File: src/axis_deadzone_rescale_top_defines.svh
// Assertion macros shared by the axis deadzone rescale RTL.
`ifndef AXIS_DEADZONE_RESCALE_TOP_DEFINES_SVH
`define AXIS_DEADZONE_RESCALE_TOP_DEFINES_SVH

`ifndef SYNTH
// Check a property on clk, masked while rst is high.
`define ADR_ASSERT(lbl, prop, msg) \
  lbl: assert property (@(posedge clk) disable iff (rst) prop) else $error(msg);
// Check a property on clk, also during reset.
`define ADR_ASSERT_ALWAYS(lbl, prop, msg) \
  lbl: assert property (@(posedge clk) prop) else $error(msg);
`else
`define ADR_ASSERT(lbl, prop, msg)
`define ADR_ASSERT_ALWAYS(lbl, prop, msg)
`endif

`endif

File: src/adr_pkg.sv
// Shared types, widths and register codes of the axis deadzone rescale block.
`default_nettype none
package adr_pkg;

  // Field and datapath widths
  localparam int unsigned SMP_W  = 12;
  localparam int unsigned TGT_W  = 16;
  localparam int unsigned PROD_W = SMP_W + TGT_W;
  localparam int unsigned NUM_W  = PROD_W + 1;
  localparam int unsigned DIV_STEPS = NUM_W;

  // Output scale defaults
  localparam int unsigned OUT_MAX_DEF = 4095;
  localparam int unsigned OUT_MID_DEF = 2048;

  // Queue between front and back
  localparam int unsigned FIFO_DEPTH = 4;

  // Configuration port
  localparam int unsigned ADDR_W = 4;
  localparam int unsigned DATA_W = 32;
  localparam logic [1:0] REG_REST_POINT = 2'd0;
  localparam logic [1:0] REG_DEAD_BAND  = 2'd1;
  localparam logic [1:0] REG_SPAN_FULL  = 2'd2;

  localparam logic [SMP_W-1:0] REST_POINT_RST = 12'd2048;
  localparam logic [SMP_W-1:0] DEAD_BAND_RST  = 12'd0;
  localparam logic [SMP_W-1:0] SPAN_FULL_RST  = 12'd2047;

  typedef struct packed {
    logic [SMP_W-1:0] rest_point;
    logic [SMP_W-1:0] dead_band;
    logic [SMP_W-1:0] span_full;
  } adr_cfg_t;

  // Classified sample handed from front to back
  typedef struct packed {
    logic             center;
    logic             neg;
    logic [SMP_W-1:0] delta;
    logic [SMP_W-1:0] usable;
  } adr_item_t;

endpackage
`default_nettype wire

File: src/adr_front.sv
// Front end: accepts raw samples and classifies them against the configuration.
`default_nettype none
module adr_front
  import adr_pkg::*;
(
  input  wire logic             clk,
  input  wire logic             rst,
  input  wire adr_cfg_t         cfg,
  input  wire logic             in_valid,
  output logic                  in_ready,
  input  wire logic [SMP_W-1:0] raw_sample,
  output logic                  push,
  output adr_item_t             push_item,
  input  wire logic             fifo_ready
);

  logic      fr_valid;
  adr_item_t fr_item;
  adr_item_t item_next;
  logic      neg;
  logic [SMP_W-1:0] mag;

  // Classify the incoming sample
  always_comb begin
    neg = raw_sample < cfg.rest_point;
    mag = neg ? (cfg.rest_point - raw_sample) : (raw_sample - cfg.rest_point);
    item_next.neg    = neg;
    item_next.center = (cfg.span_full <= cfg.dead_band) || (mag <= cfg.dead_band);
    item_next.delta  = mag - cfg.dead_band;
    item_next.usable = cfg.span_full - cfg.dead_band;
  end

  // Hold one request until the queue takes it
  assign in_ready  = !fr_valid || fifo_ready;
  assign push      = fr_valid && fifo_ready;
  assign push_item = fr_item;

  always_ff @(posedge clk) begin
    if (rst) begin
      fr_valid <= 1'b0;
    end else if (in_ready) begin
      fr_valid <= in_valid;
    end
    if (in_valid && in_ready) begin
      fr_item <= item_next;
    end
  end

endmodule
`default_nettype wire

File: src/adr_fifo.sv
// Short queue that decouples the front end from the divider pipeline.
`default_nettype none
`include "axis_deadzone_rescale_top_defines.svh"
module adr_fifo
  import adr_pkg::*;
(
  input  wire logic      clk,
  input  wire logic      rst,
  input  wire logic      push,
  input  wire adr_item_t push_item,
  output logic           fifo_ready,
  input  wire logic      pop,
  output logic           pop_valid,
  output adr_item_t      pop_item
);

  localparam int unsigned PTR_W = (FIFO_DEPTH > 1) ? $clog2(FIFO_DEPTH) : 1;
  localparam int unsigned CNT_W = $clog2(FIFO_DEPTH + 1);

  adr_item_t        entries [FIFO_DEPTH];
  logic [PTR_W-1:0] wr_ptr;
  logic [PTR_W-1:0] rd_ptr;
  logic [CNT_W-1:0] cnt;

  assign fifo_ready = cnt < CNT_W'(FIFO_DEPTH);
  assign pop_valid  = cnt != '0;
  assign pop_item   = entries[rd_ptr];

  // Advance pointers and count
  always_ff @(posedge clk) begin
    if (rst) begin
      wr_ptr <= '0;
      rd_ptr <= '0;
      cnt    <= '0;
    end else begin
      if (push) begin
        wr_ptr <= (wr_ptr == PTR_W'(FIFO_DEPTH - 1)) ? '0 : wr_ptr + PTR_W'(1);
      end
      if (pop) begin
        rd_ptr <= (rd_ptr == PTR_W'(FIFO_DEPTH - 1)) ? '0 : rd_ptr + PTR_W'(1);
      end
      if (push && !pop) begin
        cnt <= cnt + CNT_W'(1);
      end else if (pop && !push) begin
        cnt <= cnt - CNT_W'(1);
      end
    end
    if (push) begin
      entries[wr_ptr] <= push_item;
    end
  end

  `ADR_ASSERT(a_cnt_bound, cnt <= CNT_W'(FIFO_DEPTH), "queue count beyond depth")
  `ADR_ASSERT(a_no_pop_empty, pop |-> cnt != '0, "pop from empty queue")
  `ADR_ASSERT(a_cnt_inc, (push && !pop) |=> cnt == $past(cnt) + CNT_W'(1), "count did not rise")

endmodule
`default_nettype wire

File: src/adr_back.sv
// Back end: scale multiply, pipelined restoring divider and output offset.
`default_nettype none
`include "axis_deadzone_rescale_top_defines.svh"
module adr_back
  import adr_pkg::*;
#(
  parameter int unsigned OUT_MAX = OUT_MAX_DEF,
  parameter int unsigned OUT_MID = OUT_MID_DEF
) (
  input  wire logic             clk,
  input  wire logic             rst,
  input  wire logic             pop_valid,
  input  wire adr_item_t        pop_item,
  output logic                  pop,
  output logic                  out_valid,
  input  wire logic             out_ready,
  output logic [SMP_W-1:0]      axis_out
);

  localparam logic [TGT_W-1:0] MID_V = TGT_W'(OUT_MID);
  localparam logic [TGT_W-1:0] MAX_V = TGT_W'(OUT_MAX);
  localparam logic [TGT_W-1:0] POS_TGT =
    (OUT_MAX > OUT_MID) ? TGT_W'(OUT_MAX - OUT_MID) : '0;

  logic             adv;
  logic [DIV_STEPS:0] vld;
  logic             center [DIV_STEPS+1];
  logic             neg    [DIV_STEPS+1];
  logic [SMP_W-1:0] dsr    [DIV_STEPS+1];
  logic [SMP_W-1:0] rem    [DIV_STEPS+1];
  logic [NUM_W-1:0] work   [DIV_STEPS+1];

  logic [SMP_W-1:0] rem_next  [DIV_STEPS];
  logic [NUM_W-1:0] work_next [DIV_STEPS];

  logic [TGT_W-1:0]  in_tgt;
  logic [PROD_W-1:0] prod;
  logic [NUM_W-1:0]  num;

  logic [TGT_W-1:0]  fin_tgt;
  logic [TGT_W-1:0]  sat;
  logic [TGT_W:0]    res;
  logic [TGT_W:0]    clamped;
  logic [SMP_W-1:0]  axis_next;

  // Advance the whole pipeline unless the output is stalled
  assign adv = !out_valid || out_ready;
  assign pop = adv && pop_valid;

  // Scale numerator with half-divisor rounding
  always_comb begin
    in_tgt = pop_item.neg ? MID_V : POS_TGT;
    prod   = PROD_W'(pop_item.delta) * PROD_W'(in_tgt);
    num    = NUM_W'(prod) + NUM_W'(pop_item.usable >> 1);
  end

  // One quotient bit per stage
  always_comb begin
    logic [SMP_W:0] cand;
    logic [SMP_W:0] diff;
    logic           ge;
    for (int k = 0; k < DIV_STEPS; k++) begin
      cand = {rem[k], work[k][NUM_W-1]};
      diff = cand - {1'b0, dsr[k]};
      ge   = cand >= {1'b0, dsr[k]};
      rem_next[k]  = ge ? diff[SMP_W-1:0] : cand[SMP_W-1:0];
      work_next[k] = {work[k][NUM_W-2:0], ge};
    end
  end

  // Saturate, offset from midpoint and clamp
  always_comb begin
    fin_tgt = neg[DIV_STEPS] ? MID_V : POS_TGT;
    sat = (work[DIV_STEPS] > NUM_W'(fin_tgt)) ? fin_tgt : work[DIV_STEPS][TGT_W-1:0];
    res = neg[DIV_STEPS] ? ({1'b0, MID_V} - {1'b0, sat}) : ({1'b0, MID_V} + {1'b0, sat});
    clamped = (res > {1'b0, MAX_V}) ? {1'b0, MAX_V} : res;
    axis_next = center[DIV_STEPS] ? MID_V[SMP_W-1:0] : clamped[SMP_W-1:0];
  end

  // Hold valid bits; drop bubbles only by shifting
  always_ff @(posedge clk) begin
    if (rst) begin
      vld       <= '0;
      out_valid <= 1'b0;
    end else if (adv) begin
      vld       <= {vld[DIV_STEPS-1:0], pop_valid};
      out_valid <= vld[DIV_STEPS];
    end
  end

  // Shift payload through the stages
  always_ff @(posedge clk) begin
    if (adv) begin
      center[0] <= pop_item.center;
      neg[0]    <= pop_item.neg;
      dsr[0]    <= pop_item.usable;
      rem[0]    <= '0;
      work[0]   <= num;
      for (int k = 0; k < DIV_STEPS; k++) begin
        center[k+1] <= center[k];
        neg[k+1]    <= neg[k];
        dsr[k+1]    <= dsr[k];
        rem[k+1]    <= rem_next[k];
        work[k+1]   <= work_next[k];
      end
      axis_out <= axis_next;
    end
  end

  `ADR_ASSERT_ALWAYS(a_rst_empty, $past(rst) |-> !out_valid, "output valid right after reset")
  `ADR_ASSERT(a_stall_hold, (out_valid && !out_ready) |=> $stable(vld), "pipeline moved in stall")
  `ADR_ASSERT(a_rem_bound, (vld[DIV_STEPS] && !center[DIV_STEPS]) |-> rem[DIV_STEPS] < dsr[DIV_STEPS], "divider remainder not below divisor")

endmodule
`default_nettype wire

File: src/axis_deadzone_rescale_top.sv
// Top level of the axis deadzone rescale block with its configuration registers.
//
//  channel   direction  handshake            payload
//  input     in         in_valid/in_ready    raw_sample[11:0]
//  output    out        out_valid/out_ready  axis_out[11:0]
//  config    in         psel/penable/pready  paddr[3:0], pwdata/prdata[31:0]
//
// One sample enters per cycle while in_ready is high; a stalled output can hold it off.
// A sample passes the front register, the queue, a multiply stage, 29 divider stages and an output register.
// The divider is pipelined, one quotient bit per stage, so it takes a new sample before the last is through.
// Reset is synchronous: queue and pipeline empty, registers at their defaults.
// A stalled output freezes the pipeline; the four-entry queue and front register absorb
// requests meanwhile before in_ready drops.
`default_nettype none
module axis_deadzone_rescale_top
  import adr_pkg::*;
#(
  parameter int unsigned OUT_MAX = OUT_MAX_DEF,
  parameter int unsigned OUT_MID = OUT_MID_DEF
) (
  input  wire logic              clk,
  input  wire logic              rst,
  input  wire logic              psel,
  input  wire logic              penable,
  input  wire logic              pwrite,
  input  wire logic [ADDR_W-1:0] paddr,
  input  wire logic [DATA_W-1:0] pwdata,
  output logic      [DATA_W-1:0] prdata,
  output logic                   pready,
  input  wire logic              in_valid,
  output logic                   in_ready,
  input  wire logic [SMP_W-1:0]  raw_sample,
  output logic                   out_valid,
  input  wire logic              out_ready,
  output logic      [SMP_W-1:0]  axis_out
);

  adr_cfg_t   cfg;
  logic [1:0] reg_idx;
  logic       push;
  adr_item_t  push_item;
  logic       fifo_ready;
  logic       pop;
  logic       pop_valid;
  adr_item_t  pop_item;

  assign pready  = 1'b1;
  assign reg_idx = paddr[3:2];

  // Write configuration registers
  always_ff @(posedge clk) begin
    if (rst) begin
      cfg.rest_point <= REST_POINT_RST;
      cfg.dead_band  <= DEAD_BAND_RST;
      cfg.span_full  <= SPAN_FULL_RST;
    end else if (psel && penable && pwrite && pready) begin
      unique case (reg_idx)
        REG_REST_POINT: cfg.rest_point <= pwdata[SMP_W-1:0];
        REG_DEAD_BAND:  cfg.dead_band  <= pwdata[SMP_W-1:0];
        REG_SPAN_FULL:  cfg.span_full  <= pwdata[SMP_W-1:0];
        default: ;
      endcase
    end
  end

  // Read back configuration registers
  always_comb begin
    unique case (reg_idx)
      REG_REST_POINT: prdata = DATA_W'(cfg.rest_point);
      REG_DEAD_BAND:  prdata = DATA_W'(cfg.dead_band);
      REG_SPAN_FULL:  prdata = DATA_W'(cfg.span_full);
      default:        prdata = '0;
    endcase
  end

  adr_front u_front (
    .clk        (clk),
    .rst        (rst),
    .cfg        (cfg),
    .in_valid   (in_valid),
    .in_ready   (in_ready),
    .raw_sample (raw_sample),
    .push       (push),
    .push_item  (push_item),
    .fifo_ready (fifo_ready)
  );

  adr_fifo u_fifo (
    .clk        (clk),
    .rst        (rst),
    .push       (push),
    .push_item  (push_item),
    .fifo_ready (fifo_ready),
    .pop        (pop),
    .pop_valid  (pop_valid),
    .pop_item   (pop_item)
  );

  adr_back #(
    .OUT_MAX (OUT_MAX),
    .OUT_MID (OUT_MID)
  ) u_back (
    .clk       (clk),
    .rst       (rst),
    .pop_valid (pop_valid),
    .pop_item  (pop_item),
    .pop       (pop),
    .out_valid (out_valid),
    .out_ready (out_ready),
    .axis_out  (axis_out)
  );

endmodule
`default_nettype wire

File: config.mk
export PLATFORM = sky130hd
export DESIGN_NAME = axis_deadzone_rescale_top
export DESIGN_NICKNAME = d
export VERILOG_FILES = /design/src/adr_pkg.sv /design/src/adr_front.sv /design/src/adr_fifo.sv /design/src/adr_back.sv /design/src/axis_deadzone_rescale_top.sv
export VERILOG_INCLUDE_DIRS = /design/src /design/src/src
export SDC_FILE = /design/constraint.sdc
export NUM_CORES = 2
export LEC_CHECK = 0
export ABC_CLOCK_PERIOD_IN_PS = 88400
export BUFFER_PORTS_ARGS = -buffer_cell sky130_fd_sc_hd__buf_2
export CAP_MARGIN = 20
export CORE_ASPECT_RATIO = 1.25
export CORE_MARGIN = 3
export CORE_UTILIZATION = 55
export CTS_BUF_LIST = sky130_fd_sc_hd__clkbuf_2 sky130_fd_sc_hd__clkbuf_4 sky130_fd_sc_hd__clkbuf_8
export CTS_CLUSTER_DIAMETER = 60
export DETAILED_ROUTE_END_ITERATION = 10
export HOLD_SLACK_MARGIN = 0.1
export MAX_ROUTING_LAYER = met4
export PLACE_DENSITY = 0.7
export SLEW_MARGIN = 20
export SYNTH_ARGS = -nofsm -noshare
export SYNTH_HDL_FRONTEND = slang
export SYNTH_SLANG_ARGS = --single-unit
File: constraint.sdc
create_clock -name clk -period 88.4 [get_ports clk]
set_input_delay 22.1 -clock clk [delete_from_list [all_inputs] [get_ports clk]]
set_output_delay 22.1 -clock clk [all_outputs]
set_load 0.05 [all_outputs]
Yosys cells after proc, flatten, opt, wreduce, memory -nomap -nowiden --
Memories as Yosys holds them, arrays and structs flattened. A register that Yosys moved wholly into a read port is not among the register bits. Cells that the tools add are included.
Word-level totals: bits in registers 113, memory bits (writable) 1754, input port bits 55, output and inout port bits 47, word-level logic and storage cells 168, memories 6
Cells by class: add/subtract/negate cells 40, $mul 1, magnitude comparators 35, equal/unequal tests 4, muxes and demuxes 46, reduce and logical (&&, ||, !) cells 21
Memory list:
- u_back.work | words 30, bits a word 29, rd ports 30, clocked after memory_dff 0, write ports 30, line adr_back.sv:31 | logic [NUM_W-1:0] work [DIV_STEPS+1];
- u_back.dsr | words 30, bits a word 12, rd ports 29, clocked after memory_dff 0, write ports 30, line adr_back.sv:29 | logic [SMP_W-1:0] dsr [DIV_STEPS+1];
- u_back.rem | words 30, bits a word 12, rd ports 29, clocked after memory_dff 0, write ports 30, line adr_back.sv:30 | logic [SMP_W-1:0] rem [DIV_STEPS+1];
- u_fifo.entries | words 4, bits a word 26, rd ports 1, clocked after memory_dff 1, write ports 1, line adr_fifo.sv:20 | adr_item_t entries [FIFO_DEPTH];
- u_back.center | words 30, bits a word 1, rd ports 30, clocked after memory_dff 0, write ports 30, line adr_back.sv:27 | logic center [DIV_STEPS+1];
- u_back.neg | words 30, bits a word 1, rd ports 30, clocked after memory_dff 0, write ports 30, line adr_back.sv:28 | logic neg [DIV_STEPS+1];
Operators by type and width (number):
- 12-bit subtractor | 33
- 12-bit 2-to-1 mux | 32
- 13-bit by 12-bit >= comparator with 1-bit output | 29
- 12-bit one-hot mux with 3 select lines | 1
- 28-bit by 11-bit adder with 29-bit output | 1
- 29-bit by 16-bit greater-than comparator with 1-bit output | 1
- 12-bit by 16-bit multiplier with 28-bit output | 1
- 12-bit less-or-equal comparator | 2
- 12-bit by 16-bit adder with 17-bit output (first input constant) | 1
- 17-bit by 12-bit greater-than comparator with 1-bit output (second input constant) | 1
- 17-bit 2-to-1 mux | 1
- 12-bit by 16-bit subtractor with 17-bit output (first input constant) | 1
- 16-bit 2-to-1 mux | 1
- 12-bit less-than comparator | 1
- 11-bit 2-to-1 mux | 1
- 2-bit 2-to-1 mux | 4
- 1-bit logical AND | 7
- 2-bit == test (second input constant) | 3
- 3-bit 2-to-1 mux | 2
- 2-bit AND reduction | 3
- 2-bit by 1-bit adder with 2-bit output (second input constant) | 2
- 1-bit zero test | 4
- 1-bit 2-to-1 mux | 4
- 3-bit by 1-bit adder with 3-bit output (second input constant) | 1
- other kinds (8) | 10

Depth between registers and ports, before layout --
An unclocked memory read counts as a cell.
depth in word-level cells 8, gate-level depth with buffers 23, depth with buffers taken out 22

Hierarchy --
From an unflattened synthesis, not the netlist that was laid out.
Second synthesis, totals: cell total of the unflattened synthesis 5886, area, all modules 82455.3 um^2
Modules (own cells, without submodules):
- adr_back | times used 1, cells each 5143, area each 73220.2 um^2, seq. area each 49147.1 um^2
- adr_fifo | times used 1, cells each 180, area each 4235.3 um^2, seq. area each 3303.2 um^2
- adr_front | times used 1, cells each 352, area each 3084.2 um^2, seq. area each 800.8 um^2
- axis_deadzone_rescale_top | times used 1, cells each 211, area each 1915.6 um^2, seq. area each 720.7 um^2

Least setup slack after synthesis --
Ideal clock, no wire load.
path type input -> register, from in out_ready, to reg u_back.axis_out[0], enable pin, setup time 2624 ps, arrival time 66040 ps, path slack 19737 ps, cell stages on the path 3, buffers on the path 1, cell sequence nor2b_1 inv_1 clkbuf_1
Between the ends: word-level cells in the longest chain between the ends 1
Ends and longest elaborated chain:
- start: declaration | line axis_deadzone_rescale_top.sv:34 | input wire logic out_ready,
- 1-bit logical OR | line adr_back.sv:47 | assign adv = !out_valid || out_ready;
- via u_back.adv | line adr_back.sv:25 | logic adv;
- end signal: assignment | line adr_back.sv:106 | axis_out <= axis_next;
- end: declaration | line adr_back.sv:17 | output logic [SMP_W-1:0] axis_out
The timed path passes the listed nets, and every way through them passes these cells. A chain may end at the register's enable or synchronous reset.

Final worst setup path --
from in paddr[3], to out prdata[1]
Between the ends: word-level cells in the longest chain between the ends 2, elaborated cells on any way between the ends 4
Ends and longest elaborated chain:
- start: declaration | line axis_deadzone_rescale_top.sv:26 | input wire logic [ADDR_W-1:0] paddr,
- 2-bit == test, or another cell as far along | line axis_deadzone_rescale_top.sv:68 | unique case (reg_idx)
- 12-bit one-hot mux with 3 select lines * | line axis_deadzone_rescale_top.sv:68
- end: declaration | line axis_deadzone_rescale_top.sv:28 | output logic [DATA_W-1:0] prdata,
Mark *: on every way between the ends. The rest lies on a longest branch, timed or not.

==> flow_metrics.py <==
metrics = {
    "clock_tree": {
        "cts_tree": "built",
        "clock_path_buffers": 4,
        "post-cts-setup-buffers": 0,
        "clockRootBuffer": "clkbuf_8",
        "h-tree-depth": 5,
        "post_cts_resized": 0,
        "hold_buffers": 0,
        "clock_latency_ns": 0.99,
        "cts_buffers": 299,
        "cts.sinks": 1827,
        "path_clk_slew_ns": 0.06,
    },
    "sta": {
        "setup_viol": 0,
        "worst_slew_pin_slew_ns": 1.11,
        "hold_viol_final": 0,
        "slew-limit-headroom_pct": 25.7,
        "clock.fmax_mhz": 21.8,
        "slew_violations": 0,
        "rsz0062_at_grt": "false",
        "totalNegativeSetupSlack_ns": 0,
        "worst_clock_skew_ns": 0.0638,
        "min_period_over_period_pct": 51.9,
        "finalCriticalPeriod_ns": 45.90,
    },
    "yosys": {
        "synth_top_area_cell": "edfxtp_1",
        "yosysWarnings": 0,
        "synth_edf_count": 1750,
        "netlist_top_cells_area": "edfxtp_1, ha_1, mux2_2, inv_1, fa_1",
        "ys_ff_latch": 1827,
        "ys_types": 80,
        "yosysSeqAreaShare_pct": 65.7,
        "synth_ff_type": "edfxtp_1",
        "synth_top_area_share_pct": 63.8,
        "syn_area_per_cell_um2": 14.5,
        "synthArstFlopShare_pct": 0,
        "netlist_area_um2": 82300,
        "syn_inst": 5669,
    },
    "layout": {
        "fillCellCount": 11300,
        "synthToLayoutAreaGrowth_pct": 10.2,
        "fin_nets": 6630,
        "seq_area_um2": 54100,
        "multi_input_area_um2": 25600,
        "final_util_pct": 61.1,
        "drive_above_1_share_pct": 14.2,
        "layout_commonest_cell": "edfxtp_1",
        "most-common-layout-cells": "edfxtp_1, inv_1, ha_1",
    },
    "critical_path": {
        "required_ns": 66.30,
        "crit_fanout": 17,
        "critPathKind": "in -> out",
        "end_kind": "output pin",
        "cp.arrival_ns": 23.80,
        "critPathLaunchType": "input pin",
    },
    "placed_design": {
        "dp_hpwl_um": 103000,
        "numPortBuffers": 58,
        "place_congestion": 0.883,
    },
    "routing": {
        "drt_iter0_drc": 2626,
        "wl_um": 147000,
        "ant_nets": 0,
        "drc": 0,
        "wl_per_cell_um": 17.9,
        "vias": 44300,
        "vias_per_cell": 5.40,
        "firstDrtPassIters": 8,
    },
    "global_routing": {
        "gr-total-overflow": 0,
        "grt_use_total_pct": 19.6,
        "grt_max_degree": 201,
        "antenna_found_initial": 1,
        "grt_pass1_vias": 45400,
        "grt_pass1_wl_um": 234000,
    },
    "floorplanning": {
        "placementRows": 158,
        "ios": 102,
        "placeableCoreArea_um2": 148000,
        "initial_core_util_pct": 55.5,
        "dieArea_um2": 154000,
        "dieWidth_um": 352,
        "die_h_um": 439,
    },
    "worst_hold_path": {
        "hp-class": "reg -> reg",
    },
    "job": {
        "maxCapViolCount": 0,
    },
    "run_status": {
        "outcome": "finished, final reports clean",
    },
}
## path summary, 6_finish.rpt
kind,start,to,slack [ns],cells after the start
min,u_back.work[6][38]$_DFFE_PP_,u_back.work[7][10]$_DFFE_PP_,0.35,0
min reg2reg,u_back.work[6][38]$_DFFE_PP_,u_back.work[7][10]$_DFFE_PP_,0.35,0
max reg2reg,flip-flop,u_back.work[0][23]$_DFFE_PP_,80.86,19
max,paddr[3],prdata[1],42.50,5
## critical path, cell delays in order
cell and delay (ns):
buf_2 0.27, nor2b_1 0.82, nand2_1 0.11, o21ai_0 0.16
buf_2 0.33
## cell families (layout without fill, tap and decap cells)
family | Yosys count | after routing | synth area share [%]
xor+xnor | 213 | 213 | 2.27
buf+inv | 703 | 1211 | 3.42
mux | 328 | 328 | 4.69
flops | 1827 | 1827 | 65.7
fa+ha+maj | 581 | 581 | 9.72
compound gates | 879 | 879 | 7.12
other cells | 2 | 32 | 0.00912
simple gates | 1136 | 1136 | 7.08
## synth_stat cells (all sizes together) (26+ instances only)
cell type and number:
a211oi 53, a21boi 32, a21o 82, a21oi 280
a31o 28, buf 61, clkbuf 31, dfxtp 77
edfxtp 1750, fa 98, ha 483, inv 610
mux2 204, mux2i 98, mux4 26, nand2 246
nand2b 50, nand3 56, nand4 90, nor2 248
nor2b 136, nor3 95, o21a 60, o21ai 135
o31ai 73, or2 48, or3 52, or4 28
xnor2 157, xor2 56
## sequential cells by signal, summed over array words and instances, names as in the netlist, 2 cells and up, named ones only
signal	cells
cfg	36
u_back.axis_out	12
u_back.center	30
u_back.dsr	348
u_back.neg	30
u_back.rem	336
u_back.vld	30
u_back.work	864
u_fifo.cnt	3
u_fifo.entries	104
u_fifo.rd_ptr	2
u_fifo.wr_ptr	2
u_front.push_item	26
## per-stage QoR
| stage | std cells | hold WS, ns | cell area, µm² | worst slack [ns] |
|---|---|---|---|---|
| after floorplan | 5691 | 0.400 | 82400 | 19.74 |
| after global placement | 7690 | 0.400 | 85000 | 42.47 |
| after detailed placement | 7691 | 0.405 | 85000 | 42.48 |
| after CTS | 8197 | 0.342 | 90600 | 42.45 |
| after global routing | 8204 | 0.351 | 90700 | 42.36 |
| final | 8207 | 0.354 | 90700 | 42.50 |
## metal layers
| layer | global-route usage [%] | up-vias | routed length, µm |
|---|---|---|---|
| met5 | - | - | 0 |
| met3 | 3.55 | 297 | 5090 |
| met2 | 35.8 | 773 | 79800 |
| met4 | 8.47 | 0 | 5760 |
| met1 | 20.9 | 21500 | 56200 |
| li1 | - | 21700 | - |
## layout make-up
class                   count  area share (%)
repair buffers             94           0.677
inverters                 611            2.54
well taps                2000            2.76
clock buffers             385            5.33
diodes                      8          0.0221
flip-flops and latches   1827            59.6
multi-input cells        3161            28.2
clock inverters           121           0.844
Power is left out: the tool's default activity adds up to more than one toggle a clock period on the data nets, which glitch-free logic cannot reach.
